$ cat config.mk
export PLATFORM = sky130hd
export DESIGN_NAME = gyro_quaternion_integrator_top
export DESIGN_NICKNAME = d
export VERILOG_FILES = /design/src/hw/rtl/gqi_pkg.sv /design/src/hw/rtl/gqi_smul.sv /design/src/hw/rtl/gqi_sdiv.sv /design/src/hw/rtl/gqi_isqrt.sv /design/src/hw/rtl/gyro_quaternion_integrator_top.sv
export SDC_FILE = /design/constraint.sdc
export NUM_CORES = 2
export LEC_CHECK = 0
export BUFFER_PORTS_ARGS = -buffer_cell sky130_fd_sc_hd__buf_2
export CAP_MARGIN = 20
export CORE_UTILIZATION = 45
export DETAILED_ROUTE_END_ITERATION = 6
export PLACE_DENSITY = 0.68
export RECOVER_POWER = 25
export REMOVE_ABC_BUFFERS = 1
export SETUP_SLACK_MARGIN = 0.02
export SLEW_MARGIN = 20
export SYNTH_ARGS = -nofsm -noshare
export SYNTH_HDL_FRONTEND = slang
export SYNTH_SLANG_ARGS = --single-unit
$ cat constraint.sdc
create_clock -name i_clk -period 11.4 [get_ports i_clk]
set_clock_uncertainty 0.1 [all_clocks]
set_input_delay 2.28 -clock i_clk [delete_from_list [all_inputs] [get_ports i_clk]]
set_output_delay 2.28 -clock i_clk [all_outputs]
set_load 0.05 [all_outputs]
$ cat src/hw/rtl/gqi_pkg.sv
package gqi_pkg;

    // fixed-point constants
    localparam int unsigned Q_ONE          = 16384;
    localparam int unsigned INC_DIV        = 8000000;
    localparam int unsigned INC_HALF       = INC_DIV / 2;
    localparam int unsigned MAX_STEP_RESET = 50000;

    // shared serial unit widths
    localparam int unsigned MC_W   = 32;
    localparam int unsigned MR_W   = 25;
    localparam int unsigned PR_W   = MC_W + MR_W;
    localparam int unsigned DIV_NW = 48;
    localparam int unsigned DIV_DW = 26;
    localparam int unsigned SQ_W   = 52;
    localparam int unsigned RT_W   = SQ_W / 2;
    localparam int unsigned V_W    = 26;

    // component indexes
    localparam logic [1:0] C_X = 2'd0;
    localparam logic [1:0] C_Y = 2'd1;
    localparam logic [1:0] C_Z = 2'd2;
    localparam logic [1:0] C_W = 2'd3;

    // configuration register index
    localparam logic REG_MAX_STEP = 1'b0;

    // one term of the quaternion product
    typedef struct packed {
        logic [1:0] qsel;
        logic [1:0] rsel;
        logic       neg;
    } t_term;

    // p = q * (r, 0), three terms per component
    function automatic t_term term_of(input logic [1:0] comp, input logic [1:0] idx);
        t_term t;
        t = '{qsel: C_W, rsel: C_X, neg: 1'b0};
        unique case ({comp, idx})
            {C_X, 2'd0}: t = '{qsel: C_W, rsel: C_X, neg: 1'b0};
            {C_X, 2'd1}: t = '{qsel: C_Y, rsel: C_Z, neg: 1'b0};
            {C_X, 2'd2}: t = '{qsel: C_Z, rsel: C_Y, neg: 1'b1};
            {C_Y, 2'd0}: t = '{qsel: C_W, rsel: C_Y, neg: 1'b0};
            {C_Y, 2'd1}: t = '{qsel: C_Z, rsel: C_X, neg: 1'b0};
            {C_Y, 2'd2}: t = '{qsel: C_X, rsel: C_Z, neg: 1'b1};
            {C_Z, 2'd0}: t = '{qsel: C_W, rsel: C_Z, neg: 1'b0};
            {C_Z, 2'd1}: t = '{qsel: C_X, rsel: C_Y, neg: 1'b0};
            {C_Z, 2'd2}: t = '{qsel: C_Y, rsel: C_X, neg: 1'b1};
            {C_W, 2'd0}: t = '{qsel: C_X, rsel: C_X, neg: 1'b1};
            {C_W, 2'd1}: t = '{qsel: C_Y, rsel: C_Y, neg: 1'b1};
            {C_W, 2'd2}: t = '{qsel: C_Z, rsel: C_Z, neg: 1'b1};
            default:     t = '{qsel: C_W, rsel: C_X, neg: 1'b0};
        endcase
        return t;
    endfunction

endpackage

$ cat src/hw/rtl/gqi_smul.sv
module gqi_smul
    import gqi_pkg::*;
(
    input  logic            i_clk,
    input  logic            i_rst_n,
    input  logic            i_start,
    input  logic [MC_W-1:0] i_mcand,
    input  logic [MR_W-1:0] i_mplier,
    output logic            o_done,
    output logic [PR_W-1:0] o_prod
);

    logic            r_busy;
    logic            r_done;
    logic [PR_W-1:0] r_mcand;
    logic [MR_W-1:0] r_mplier;
    logic [PR_W-1:0] r_acc;

    // control: run until no multiplier bits remain
    always_ff @(posedge i_clk) begin
        if (!i_rst_n) begin
            r_busy <= 1'b0;
            r_done <= 1'b0;
        end else begin
            r_done <= 1'b0;
            if (i_start) begin
                r_busy <= 1'b1;
            end else if (r_busy && r_mplier == '0) begin
                r_busy <= 1'b0;
                r_done <= 1'b1;
            end
        end
    end

    // shift-add datapath, one multiplier bit per cycle
    always_ff @(posedge i_clk) begin
        if (i_start) begin
            r_acc    <= '0;
            r_mcand  <= PR_W'(i_mcand);
            r_mplier <= i_mplier;
        end else if (r_busy && r_mplier != '0) begin
            if (r_mplier[0]) begin
                r_acc <= r_acc + r_mcand;
            end
            r_mcand  <= r_mcand << 1;
            r_mplier <= r_mplier >> 1;
        end
    end

    assign o_done = r_done;
    assign o_prod = r_acc;

endmodule

$ cat src/hw/rtl/gqi_sdiv.sv
module gqi_sdiv
    import gqi_pkg::*;
(
    input  logic              i_clk,
    input  logic              i_rst_n,
    input  logic              i_start,
    input  logic [DIV_NW-1:0] i_num,
    input  logic [DIV_DW-1:0] i_den,
    output logic              o_done,
    output logic [DIV_NW-1:0] o_quot
);

    localparam int unsigned CNT_W = $clog2(DIV_NW + 1);

    logic [CNT_W-1:0]  r_cnt;
    logic              r_done;
    logic [DIV_DW-1:0] r_rem;
    logic [DIV_DW-1:0] r_den;
    logic [DIV_NW-1:0] r_num;
    logic [DIV_DW:0]   w_trial;
    logic              w_fit;

    assign w_trial = {r_rem, r_num[DIV_NW-1]};
    assign w_fit   = w_trial >= {1'b0, r_den};

    // bit counter
    always_ff @(posedge i_clk) begin
        if (!i_rst_n) begin
            r_cnt  <= '0;
            r_done <= 1'b0;
        end else begin
            r_done <= 1'b0;
            if (i_start) begin
                r_cnt <= CNT_W'(DIV_NW);
            end else if (r_cnt != '0) begin
                r_cnt  <= r_cnt - 1'b1;
                r_done <= (r_cnt == CNT_W'(1));
            end
        end
    end

    // restoring division, quotient bits shift in behind the numerator
    always_ff @(posedge i_clk) begin
        if (i_start) begin
            r_rem <= '0;
            r_den <= i_den;
            r_num <= i_num;
        end else if (r_cnt != '0) begin
            if (w_fit) begin
                r_rem <= DIV_DW'(w_trial - {1'b0, r_den});
            end else begin
                r_rem <= w_trial[DIV_DW-1:0];
            end
            r_num <= {r_num[DIV_NW-2:0], w_fit};
        end
    end

    assign o_done = r_done;
    assign o_quot = r_num;

endmodule

$ cat src/hw/rtl/gqi_isqrt.sv
module gqi_isqrt
    import gqi_pkg::*;
(
    input  logic            i_clk,
    input  logic            i_rst_n,
    input  logic            i_start,
    input  logic [SQ_W-1:0] i_val,
    output logic            o_done,
    output logic [RT_W-1:0] o_root
);

    logic            r_busy;
    logic            r_done;
    logic [SQ_W-1:0] r_x;
    logic [SQ_W-1:0] r_r;
    logic [SQ_W-1:0] r_bit;
    logic [SQ_W-1:0] w_trial;

    assign w_trial = r_r + r_bit;

    // control: one result bit per cycle until the probe bit runs out
    always_ff @(posedge i_clk) begin
        if (!i_rst_n) begin
            r_busy <= 1'b0;
            r_done <= 1'b0;
        end else begin
            r_done <= 1'b0;
            if (i_start) begin
                r_busy <= 1'b1;
            end else if (r_busy && r_bit == '0) begin
                r_busy <= 1'b0;
                r_done <= 1'b1;
            end
        end
    end

    // digit-by-digit square root
    always_ff @(posedge i_clk) begin
        if (i_start) begin
            r_x   <= i_val;
            r_r   <= '0;
            r_bit <= SQ_W'(1) << (SQ_W - 2);
        end else if (r_busy && r_bit != '0) begin
            if (r_x >= w_trial) begin
                r_x <= r_x - w_trial;
                r_r <= (r_r >> 1) + r_bit;
            end else begin
                r_r <= r_r >> 1;
            end
            r_bit <= r_bit >> 2;
        end
    end

    assign o_done = r_done;
    assign o_root = r_r[RT_W-1:0];

endmodule

$ cat src/hw/rtl/gyro_quaternion_integrator_top.sv
// the shared bit-serial multiplier (one multiplier bit per cycle) and restoring divider
//   set how long a transaction takes; transactions are taken one at a time
// input is accepted only in the idle state; a finished result waits in the
//   output register while the next input is accepted
// reset: synchronous active-low i_rst_n; orientation returns to identity and max_step_us to 50000
module gyro_quaternion_integrator_top
    import gqi_pkg::*;
(
    input  logic        i_clk,
    input  logic        i_rst_n,
    // config port
    input  logic        psel,
    input  logic        penable,
    input  logic        pwrite,
    input  logic [2:0]  paddr,
    input  logic [31:0] pwdata,
    output logic [31:0] prdata,
    output logic        pready,
    // input stream
    input  logic        s_axis_tvalid,
    output logic        s_axis_tready,
    input  logic [63:0] s_axis_tdata,   // rate_x, rate_y, rate_z, delta_t
    input  logic        s_axis_tuser,   // restart
    // output stream
    output logic        m_axis_tvalid,
    input  logic        m_axis_tready,
    output logic [63:0] m_axis_tdata    // quat_x, quat_y, quat_z, quat_w
);

    typedef enum logic [3:0] {
        S_IDLE, S_PMUL, S_PWAIT, S_DMUL, S_DWAIT, S_IDIV, S_IWAIT,
        S_SQMUL, S_SQWAIT, S_SQRT, S_RTWAIT, S_NDIV, S_NWAIT, S_OUT
    } t_state;

    t_state             r_state;
    logic [15:0]        r_max_step;
    logic signed [15:0] r_q [4];
    logic signed [15:0] r_rate [3];
    logic [15:0]        r_dt;
    logic [1:0]         r_comp;
    logic [1:0]         r_term;
    logic signed [31:0] r_p;
    logic signed [V_W-1:0] r_v [4];
    logic [SQ_W-1:0]    r_sum;
    logic [RT_W-1:0]    r_n;
    logic               r_out_valid;
    logic [63:0]        r_out_data;

    logic               w_in_acc;
    logic               w_cfg_wr;
    t_term              w_term;
    logic signed [15:0] w_qv;
    logic signed [15:0] w_rv;
    logic [15:0]        w_qmag;
    logic [15:0]        w_rmag;
    logic [31:0]        w_pmag;
    logic signed [V_W-1:0] w_vcur;
    logic [V_W-2:0]     w_vmag;
    logic signed [V_W-1:0] w_vbase;
    logic signed [V_W-1:0] w_inc;
    logic [15:0]        w_nmag;

    logic               w_mul_start, w_mul_done;
    logic [MC_W-1:0]    w_mcand;
    logic [MR_W-1:0]    w_mplier;
    logic [PR_W-1:0]    w_prod;
    logic               w_div_start, w_div_done;
    logic [DIV_NW-1:0]  w_num;
    logic [DIV_DW-1:0]  w_den;
    logic [DIV_NW-1:0]  w_quot;
    logic               w_sq_start, w_sq_done;
    logic [RT_W-1:0]    w_root;

    // handshakes
    assign w_in_acc      = s_axis_tvalid && s_axis_tready;
    assign w_cfg_wr      = psel && penable && pwrite && pready;
    assign s_axis_tready = (r_state == S_IDLE);
    assign pready        = 1'b1;
    assign prdata        = {16'd0, r_max_step};
    assign m_axis_tvalid = r_out_valid;
    assign m_axis_tdata  = r_out_data;

    // operand selection
    assign w_term  = term_of(r_comp, r_term);
    assign w_qv    = r_q[w_term.qsel];
    assign w_rv    = r_rate[w_term.rsel[1:0] == 2'd3 ? 2'd0 : w_term.rsel];
    assign w_qmag  = w_qv[15] ? 16'(-w_qv) : 16'(w_qv);
    assign w_rmag  = w_rv[15] ? 16'(-w_rv) : 16'(w_rv);
    assign w_pmag  = r_p[31] ? 32'(-r_p) : 32'(r_p);
    assign w_vcur  = r_v[r_comp];
    assign w_vmag  = w_vcur[V_W-1] ? (V_W-1)'(-w_vcur) : (V_W-1)'(w_vcur);
    assign w_vbase = V_W'(r_q[r_comp]) <<< 8;
    assign w_inc   = V_W'({1'b0, w_quot[V_W-2:0]});
    assign w_nmag  = (w_quot > DIV_NW'(Q_ONE)) ? 16'(Q_ONE) : w_quot[15:0];

    // unit operands
    always_comb begin
        w_mcand  = MC_W'(w_qmag);
        w_mplier = MR_W'(w_rmag);
        unique case (r_state)
            S_DMUL: begin
                w_mcand  = w_pmag;
                w_mplier = MR_W'(r_dt);
            end
            S_SQMUL: begin
                w_mcand  = MC_W'(w_vmag);
                w_mplier = MR_W'(w_vmag);
            end
            default: begin
                w_mcand  = MC_W'(w_qmag);
                w_mplier = MR_W'(w_rmag);
            end
        endcase
    end

    always_comb begin
        if (r_state == S_NDIV) begin
            w_num = DIV_NW'({w_vmag, 14'd0}) + DIV_NW'(r_n >> 1);
            w_den = DIV_DW'(r_n);
        end else begin
            w_num = DIV_NW'(w_prod) + DIV_NW'(INC_HALF);
            w_den = DIV_DW'(INC_DIV);
        end
    end

    assign w_mul_start = (r_state == S_PMUL) || (r_state == S_DMUL) || (r_state == S_SQMUL);
    assign w_div_start = (r_state == S_IDIV) || (r_state == S_NDIV);
    assign w_sq_start  = (r_state == S_SQRT);

    gqi_smul u_mul (
        .i_clk    (i_clk),
        .i_rst_n  (i_rst_n),
        .i_start  (w_mul_start),
        .i_mcand  (w_mcand),
        .i_mplier (w_mplier),
        .o_done   (w_mul_done),
        .o_prod   (w_prod)
    );

    gqi_sdiv u_div (
        .i_clk   (i_clk),
        .i_rst_n (i_rst_n),
        .i_start (w_div_start),
        .i_num   (w_num),
        .i_den   (w_den),
        .o_done  (w_div_done),
        .o_quot  (w_quot)
    );

    gqi_isqrt u_sqrt (
        .i_clk   (i_clk),
        .i_rst_n (i_rst_n),
        .i_start (w_sq_start),
        .i_val   (r_sum),
        .o_done  (w_sq_done),
        .o_root  (w_root)
    );

    // config register
    always_ff @(posedge i_clk) begin
        if (!i_rst_n) begin
            r_max_step <= 16'(MAX_STEP_RESET);
        end else if (w_cfg_wr && paddr[2] == REG_MAX_STEP) begin
            r_max_step <= pwdata[15:0];
        end
    end

    // sequencer
    always_ff @(posedge i_clk) begin
        if (!i_rst_n) begin
            r_state     <= S_IDLE;
            r_out_valid <= 1'b0;
            r_q[C_X]    <= '0;
            r_q[C_Y]    <= '0;
            r_q[C_Z]    <= '0;
            r_q[C_W]    <= 16'(Q_ONE);
        end else begin
            if (r_out_valid && m_axis_tready) begin
                r_out_valid <= 1'b0;
            end
            unique case (r_state)
                S_IDLE: begin
                    if (w_in_acc) begin
                        r_rate[0] <= s_axis_tdata[15:0];
                        r_rate[1] <= s_axis_tdata[31:16];
                        r_rate[2] <= s_axis_tdata[47:32];
                        r_dt      <= (s_axis_tdata[63:48] > r_max_step) ? r_max_step
                                                                         : s_axis_tdata[63:48];
                        if (s_axis_tuser) begin
                            r_q[C_X] <= '0;
                            r_q[C_Y] <= '0;
                            r_q[C_Z] <= '0;
                            r_q[C_W] <= 16'(Q_ONE);
                        end
                        r_comp  <= C_X;
                        r_term  <= 2'd0;
                        r_p     <= '0;
                        r_sum   <= '0;
                        r_state <= S_PMUL;
                    end
                end
                S_PMUL: r_state <= S_PWAIT;
                S_PWAIT: begin
                    if (w_mul_done) begin
                        if (w_term.neg ^ w_qv[15] ^ w_rv[15]) begin
                            r_p <= r_p - 32'(w_prod[29:0]);
                        end else begin
                            r_p <= r_p + 32'(w_prod[29:0]);
                        end
                        if (r_term == 2'd2) begin
                            r_term  <= 2'd0;
                            r_state <= S_DMUL;
                        end else begin
                            r_term  <= r_term + 2'd1;
                            r_state <= S_PMUL;
                        end
                    end
                end
                S_DMUL: r_state <= S_DWAIT;
                S_DWAIT: begin
                    if (w_mul_done) begin
                        r_state <= S_IDIV;
                    end
                end
                S_IDIV: r_state <= S_IWAIT;
                S_IWAIT: begin
                    if (w_div_done) begin
                        r_v[r_comp] <= r_p[31] ? w_vbase - w_inc : w_vbase + w_inc;
                        r_p         <= '0;
                        r_comp      <= r_comp + 2'd1;
                        r_state     <= (r_comp == C_W) ? S_SQMUL : S_PMUL;
                    end
                end
                S_SQMUL: r_state <= S_SQWAIT;
                S_SQWAIT: begin
                    if (w_mul_done) begin
                        r_sum   <= r_sum + SQ_W'(w_prod[2*(V_W-1)-1:0]);
                        r_comp  <= r_comp + 2'd1;
                        r_state <= (r_comp == C_W) ? S_SQRT : S_SQMUL;
                    end
                end
                S_SQRT: r_state <= S_RTWAIT;
                S_RTWAIT: begin
                    if (w_sq_done) begin
                        r_n <= w_root;
                        if (w_root == '0) begin
                            r_q[C_X] <= '0;
                            r_q[C_Y] <= '0;
                            r_q[C_Z] <= '0;
                            r_q[C_W] <= 16'(Q_ONE);
                            r_state  <= S_OUT;
                        end else begin
                            r_state <= S_NDIV;
                        end
                    end
                end
                S_NDIV: r_state <= S_NWAIT;
                S_NWAIT: begin
                    if (w_div_done) begin
                        r_q[r_comp] <= w_vcur[V_W-1] ? 16'(-w_nmag) : w_nmag;
                        r_comp      <= r_comp + 2'd1;
                        r_state     <= (r_comp == C_W) ? S_OUT : S_NDIV;
                    end
                end
                S_OUT: begin
                    if (!r_out_valid) begin
                        r_out_data  <= {r_q[C_W], r_q[C_Z], r_q[C_Y], r_q[C_X]};
                        r_out_valid <= 1'b1;
                        r_state     <= S_IDLE;
                    end
                end
                default: r_state <= S_IDLE;
            endcase
        end
    end

`ifndef SYNTHESIS
    a_accept_starts: assert property (@(posedge i_clk) disable iff (!i_rst_n)
        w_in_acc |=> r_state == S_PMUL)
        else $error("accepted transaction did not start the product");

    a_step_clamped: assert property (@(posedge i_clk) disable iff (!i_rst_n)
        (r_state == S_PMUL) |-> r_dt <= r_max_step)
        else $error("integration step above the configured maximum");

    a_result_from_out: assert property (@(posedge i_clk) disable iff (!i_rst_n)
        $rose(r_out_valid) |-> $past(r_state) == S_OUT)
        else $error("result raised outside the output state");

    a_quat_bounded: assert property (@(posedge i_clk) disable iff (!i_rst_n)
        (r_state == S_IDLE) |-> (r_q[C_W] <= 16'sd16384 && r_q[C_W] >= -16'sd16384
                                 && r_q[C_X] <= 16'sd16384 && r_q[C_X] >= -16'sd16384))
        else $error("stored quaternion component out of range");
`endif

endmodule

==> Word level (Yosys, flattened, before mapping) <==
Memory sizes are Yosys's and may differ from the RTL's. A register that Yosys moved wholly into a read port is not among the register bits.
Cells that the tools add are included.
W data, S select, Z words.
{ "word_totals": {"mem_bits_ro": 80, "inputBits": 107, "word_cells": 237, "output_inout_bits": 99, "ram_bits": 216, "register_bits": 531, "mem_count": 4, "latchBits": 0} }
{ "memory_table": {"columns": ["memory", "words", "width", "read_ports", "rd_ports_with_merged_regs", "write_ports", "line_no", "text"], "rows": [
  ["r_v", 4, 26, 1, 1, 1, "gyro_quaternion_integrator_top.sv:43", "logic signed [V_W-1:0] r_v [4];"],
  ["(name not given)", 16, 5, 1, 0, 0, "gqi_pkg.sv:39", "unique case ({comp, idx})"],
  ["r_q", 4, 16, 6, 5, 4, "gyro_quaternion_integrator_top.sv:37", "logic signed [15:0] r_q [4];"],
  ["r_rate", 3, 16, 1, 0, 3, "gyro_quaternion_integrator_top.sv:38", "logic signed [15:0] r_rate [3];"]
]} }
{ "classes": {"reduce_logical": 45, "mul": 0, "n_shift": 0, "magnitude_cmp": 4, "n_bitwise": 14, "eq_ne": 26, "add_sub_neg": 20, "mux": 98, "div": 0} }
{ "ops": {"columns": ["op", "count"], "rows": [
  ["$mux W52", 6],
  ["$mux W16", 14],
  ["$mux W32", 7],
  ["$mux W48", 3],
  ["$pmux W52 S2", 1],
  ["$pmux W32 S3", 1],
  ["$mux W25", 3],
  ["$pmux W32 S2", 1],
  ["$add A57 B57 Y57", 1],
  ["$pmux W4 S14", 1],
  ["$add A51 B51 Y52", 1],
  ["$add A52 B50 Y52", 1],
  ["$add A52 B51 Y52", 1],
  ["$ge A52 B52 Y1", 1],
  ["$logic_not A52 Y1", 1],
  ["$mux W26", 2],
  ["$reduce_bool A52 Y1", 1],
  ["$sub A52 B52 Y52", 1],
  ["$pmux W25 S2", 1],
  ["$add A48 B22 Y48 const B", 1],
  ["$gt A48 B15 Y1 const B", 1],
  ["$neg A16 Y16", 3],
  ["$add A39 B25 Y40", 1],
  ["$mux W4", 9],
  ["45 further kinds", 144]
]} }

==> Depth between registers and ports, before layout <==
{ "depth": {"word_depth": 9, "ltp_mapped": 26, "depth_no_buf": 25} }

==> Modules after synthesis <==
A second synthesis with hierarchy kept.
{ "unflattened": {"hier_cells": 5785, "area_unflattened_um2": 54992.7} }
{ "by_module_without_submodules": {"columns": ["module", "n_inst", "area_per_inst_um2", "cells_each", "seq_area_each_um2"], "rows": [
  ["gyro_quaternion_integrator_top", 1, 28597.4, 2782, 12772.2],
  ["gqi_isqrt", 1, 11989.0, 1539, 3163.0],
  ["gqi_smul", 1, 8654.6, 928, 3393.3],
  ["gqi_sdiv", 1, 5751.8, 536, 2882.8]
]} }

==> Least setup slack after synthesis <==
Ideal clock, no wire load.
{ "synth_path": {"path_type": "input -> register", "start": "in i_rst_n", "end": "reg r_out_data[0], in the netlist m_axis_tdata[0], read port of r_q (enable)", "t_arrival_ns": 8.819, "stages": 3, "required_ns": 10.656, "path_buffers": 1, "path_slack_ns": 1.837, "setup_time_ns": 0.644, "cell_sequence": "clkbuf_1 -> inv_1 -> nor4_1"} }
{ "synth_between": {"elab_chain_cells": 1} }
{ "synth_rtl": {"columns": ["element", "line_no", "text"], "rows": [
  ["start: declaration", "gyro_quaternion_integrator_top.sv:10", "input logic i_rst_n,"],
  ["$reduce_and A3 Y1 (no source line)", null, null],
  ["end: declaration", "gyro_quaternion_integrator_top.sv:47", "logic [63:0] r_out_data;"]
]} }
No other way between the ends.
A chain may end at the register's enable or synchronous reset.

==> Worst setup path after layout <==
{ "layout_path": {"start": "reg u_sqrt.r_r[2]", "end": "reg u_sqrt.r_x[46] (enable)"} }
{ "layout_between": {"elab_chain_cells": 4} }
{ "layout_rtl": {"columns": ["element", "line_no", "text"], "rows": [
  ["start: declaration", "gqi_isqrt.sv:15", "logic [SQ_W-1:0] r_r;"],
  ["start signal: assignment", "gqi_isqrt.sv:46", "r_r <= (r_r >> 1) + r_bit;"],
  ["start signal: assignment", "gqi_isqrt.sv:48", "r_r <= r_r >> 1;"],
  ["$add A52 B51 Y52", "gqi_isqrt.sv:19", "assign w_trial = r_r + r_bit;"],
  ["$ge A52 B52 Y1", "gqi_isqrt.sv:44", "if (r_x >= w_trial) begin"],
  ["$reduce_bool A2 Y1 (no source line)", null, null],
  ["$reduce_and A2 Y1 (no source line)", null, null],
  ["end signal: assignment", "gqi_isqrt.sv:40", "r_x <= i_val;"],
  ["end signal: assignment", "gqi_isqrt.sv:45", "r_x <= r_x - w_trial;"],
  ["end: declaration", "gqi_isqrt.sv:14", "logic [SQ_W-1:0] r_x;"]
]} }
No other way between the ends.

==> flow_summary_export.csv <==
group,metric,value,unit
global_route,track_usage,0.241,
floorplanning,start_util,0.456,
floorplanning,die_area,116000,um2
setup_path,r2r-start,"u_sqrt.r_r[2]$_SDFFE_PP0P_",
route,dr.pass1.iters,6,
cts,numCtsBuffers,88,
sta,fin_ws,3.44,ns
setup_path,cp_data_required_time,11.60,ns
floorplanning,boundaryPins,206,
floorplanning,die_h,341,um
power_and_ir_drop,power_density,262,nW/um2
logic_synthesis,async_reset_ff_frac,0,
global_route,grt_pass1_vias,38900,
cells_and_area,layout-drive-gt1-share,0.0927,
route,wirelength,144000,um
power_and_ir_drop,power.leakage,21.9,nW
setup_path,endpoint_kind,"flip-flop",
placed_design,placed_cell_area,53900,um2
setup_path,worstPathMaxFanout,60,
sta,finalHoldViolations,0,
sta,slew_headroom,-1.45,
floorplanning,die_w,341,um
cells_and_area,antenna_cells,0,
global_route,antenna_found_initial,2,
setup_path,r2r_setup_slack,3.44,ns
placed_design,place_worst_setup_slack,3.77,ns
sta,worstMarginPinSlew,3.67,ns
logic_synthesis,synthesis.area,51600,um2
cells_and_area,nets,5924,
setup_path,reg2reg_depth,23,
sta,rsz0062_at_grt,"false",
sta,fin_crit_sh,0.699,
logic_synthesis,synthFlopType,"edfxtp_1",
cells_and_area,area_growth,10.1,%
setup_path,crit_path_top_delay_cell,"nor3_1",
placed_design,gp_congestion,0.920,
setup_path,criticalPathCategory,"reg2reg",
logic_synthesis,synth_cell_types,99,
logic_synthesis,ys_ff_latch,799,
route,ant_nets,0,
route,routed-via-count,41700,
logic_synthesis,avgSynthCellArea,9.57,um2
cts,post_cts_resized,0,
floorplanning,std_cell_rows,123,
sta,final.setup.tns,0,ns
sta,setup_violations,0,
sta,fmax,126,MHz
setup_path,cpPeakStageDelay,0.70,ns
cts,htree_levels,3,
logic_synthesis,ys_seq_area_frac,0.425,
setup_path,crit_path_start,"u_sqrt.r_r[2]$_SDFFE_PP0P_",
logic_synthesis,synth_enable_flop_cells,593,
job,maxCapViolations,11,
status,status,"finished with violations",
cts,cts_num_sinks,799,
logic_synthesis,yosys.area.top_type,"edfxtp_1",
placed_design,dp_hpwl,106000,um
logic_synthesis,syn_inst,5388,
route,drt-wirelength-per-cell,20.4,um
sta,slew_violations,575,
cts,clockBufferDepth,3,
cells_and_area,n_fill_cell,10400,
floorplanning,coreArea,113000,um2
setup_path,cp-endpoint,"u_sqrt.r_x[46]$_DFFE_PP_",
status,violations,"max-capacitance violations, max-slew violations",
global_route,grt_max_degree,79,
logic_synthesis,synthTopCellsByArea,"edfxtp_1, ha_1, dfxtp_1, nand2_1, xnor2_1",
cts,path_clk_slew,0.06,ns
logic_synthesis,yosysWarnings,0,
setup_path,worstPathArrival,8.16,ns
min_path,whs_path_depth,2,
cells_and_area,utilization,0.502,
route,drc,0,
setup_path,start_kind,"flip-flop",
cts,cts.hold.buffers_added,0,
route,drt_iter0_drc,4051,
setup_path,reg2reg_to,"u_sqrt.r_x[46]$_DFFE_PP_",
cts,cts_setup_buffers,0,
sta,post-route-min-period,7.96,ns
global_route,grt_pass1_wl,223000,um
cts,clkLatencyLatePin,0.68,ns
setup_path,path_cells,"ha_1 > a31oi_1 > a211oi_1 > nor3b_1 > o32a_1 > a211oi_1 > o21ba_2 > nor3_1 > nor2_1 > o21bai_1 > a31oi_1 > xor2_1 > ha_1 > nand4_1 > nor3_1 > nand4_1 > or4_1 > o211ai_1 > a311oi_1 > o21a_2 > buf_4 > o21ai_4 > buf_4",
power_and_ir_drop,power,0.0149,W
placed_design,numPortBuffers,170,
cts,root_buffer,"clkbuf_16",
cts,cts_tree,"yes",
cells_and_area,final_cell_area,56800,um2
route,viasPerCell,5.92,
logic_synthesis,synth_top_area_share,0.345,
global_route,grt.overflow.total,0,
power_and_ir_drop,vdd_drop_max,0.000177,V
min_path,min_path_type,"reg2reg",
## metal layers
metal / share of wire / wire (um) / vias up / GRT usage
met5: 0.00016 / 23 / - / 0
met4: 0.036 / 5170 / 4 / 0.0865
met3: 0.072 / 10300 / 284 / 0.0399
met2: 0.46 / 66400 / 1382 / 0.388
met1: 0.43 / 62100 / 20000 / 0.328
li1: - / - / 20000 / -
## layout by cell type (no fill, tap or decap), types with 83 or more instances in the layout
cell       count
xor2_1       203
nor2_1       512
inv_1        168
dfxtp_1      204
nor3_1       104
edfxtp_1     593
nand3_1       83
clkbuf_16     91
xnor2_1      250
a31oi_1       87
nand2_1      588
a21o_1       144
ha_1         341
buf_2        168
o21ai_0      355
a21oi_1      404
## sequential cells by signal (all words and copies together) (netlist names), 2 cells and up, named ones only
name / flops
u_div.r_rem: 26
u_mul.r_mcand: 50
u_div.r_cnt: 6
u_mul.r_mplier: 25
r_rate: 48
r_max_step: 16
r_sum: 52
r_q: 64
u_sqrt.r_bit: 26
u_sqrt.r_x: 52
r_v: 104
r_p: 32
m_axis_tdata: 64
r_n: 26
r_dt: 16
r_term: 2
r_state: 4
u_div.r_den: 26
u_mul.o_prod: 50
r_comp: 2
u_div.o_quot: 48
u_sqrt.r_r: 52
## worst min path at each step
stage               slack, ns                        start                           to
CTS                      0.38     r_q[1][11]$_SDFFCE_PN0P_   m_axis_tdata[27]$_DFFE_PP_
floorplan                0.32    u_mul.r_busy$_SDFFE_PN0P_      u_mul.o_done$_SDFF_PP0_
finish                   0.38  u_div.r_rem[1]$_SDFFE_PN0N_  u_div.r_rem[1]$_SDFFE_PN0N_
global placement         0.36      r_q[0][9]$_SDFFCE_PN0P_    m_axis_tdata[9]$_DFFE_PP_
global route             0.39      r_q[3][0]$_SDFFCE_PN0P_   m_axis_tdata[48]$_DFFE_PP_
detailed placement       0.37     r_q[2][11]$_SDFFCE_PN0P_   m_axis_tdata[43]$_DFFE_PP_
## synth_stat cells, drive strengths merged, types with 46 or more instances
cell type / instances
edfxtp: 593
nand2: 590
nor2: 518
a21oi: 404
o21ai: 375
ha: 341
xnor2: 256
dfxtp: 206
xor2: 205
clkbuf: 194
inv: 169
a21o: 144
nor3: 108
a31oi: 87
nand3: 85
nor2b: 75
mux2i: 72
nand2b: 56
buf: 51
nand4: 51
o31ai: 50
and2: 49
o21bai: 49
nor4: 47
o211ai: 46
## logic make-up after synthesis
group           after synthesis  share of synthesized area
buf+inv                     414                     0.0321
fa+ha+maj                   348                     0.0854
simple gates               1735                      0.156
flops                       799                      0.425
xor+xnor                    461                     0.0793
other cells                   2                   0.000146
compound gates             1485                      0.183
mux                         144                     0.0393
## critical path: cells and delay by family, from the launching register on
| kind | cells | cell delay, ns |
|---|---|---|
| compound gates | 11 | 2.82 |
| simple gates | 7 | 2.27 |
| buf+inv | 2 | 0.95 |
| fa+ha+maj | 2 | 0.75 |
| flops | 1 | 0.46 |
| xor+xnor | 1 | 0.12 |
## final cells by class
class | instances | area [um2] | share of cell area
clock buffer | 110 | 2410 | 0.0424
timing repair buffer | 221 | 1240 | 0.0218
inverter | 169 | 634 | 0.0112
sequential | 799 | 21900 | 0.386
tap | 1500 | 1880 | 0.0330
clock inverter | 53 | 553 | 0.00973
multi-input combinational | 4190 | 28200 | 0.496
## per-stage QoR
stage | hold slack (ns) | std cells
floorplan | 0.323 | 5158
global placement | 0.358 | 6874
detailed placement | 0.365 | 6877
CTS | 0.377 | 7040
global route | 0.392 | 7042
finish | 0.379 | 7042
## power by group
group	switching (W)	total [W]	internal, W	leakage, nW
clock network	0.00124	0.00295	0.00171	1.44
registers	0.000630	0.00467	0.00404	7.34
logic	0.00441	0.00727	0.00286	13.1
Note: power is estimated with default switching activity, not from simulation.
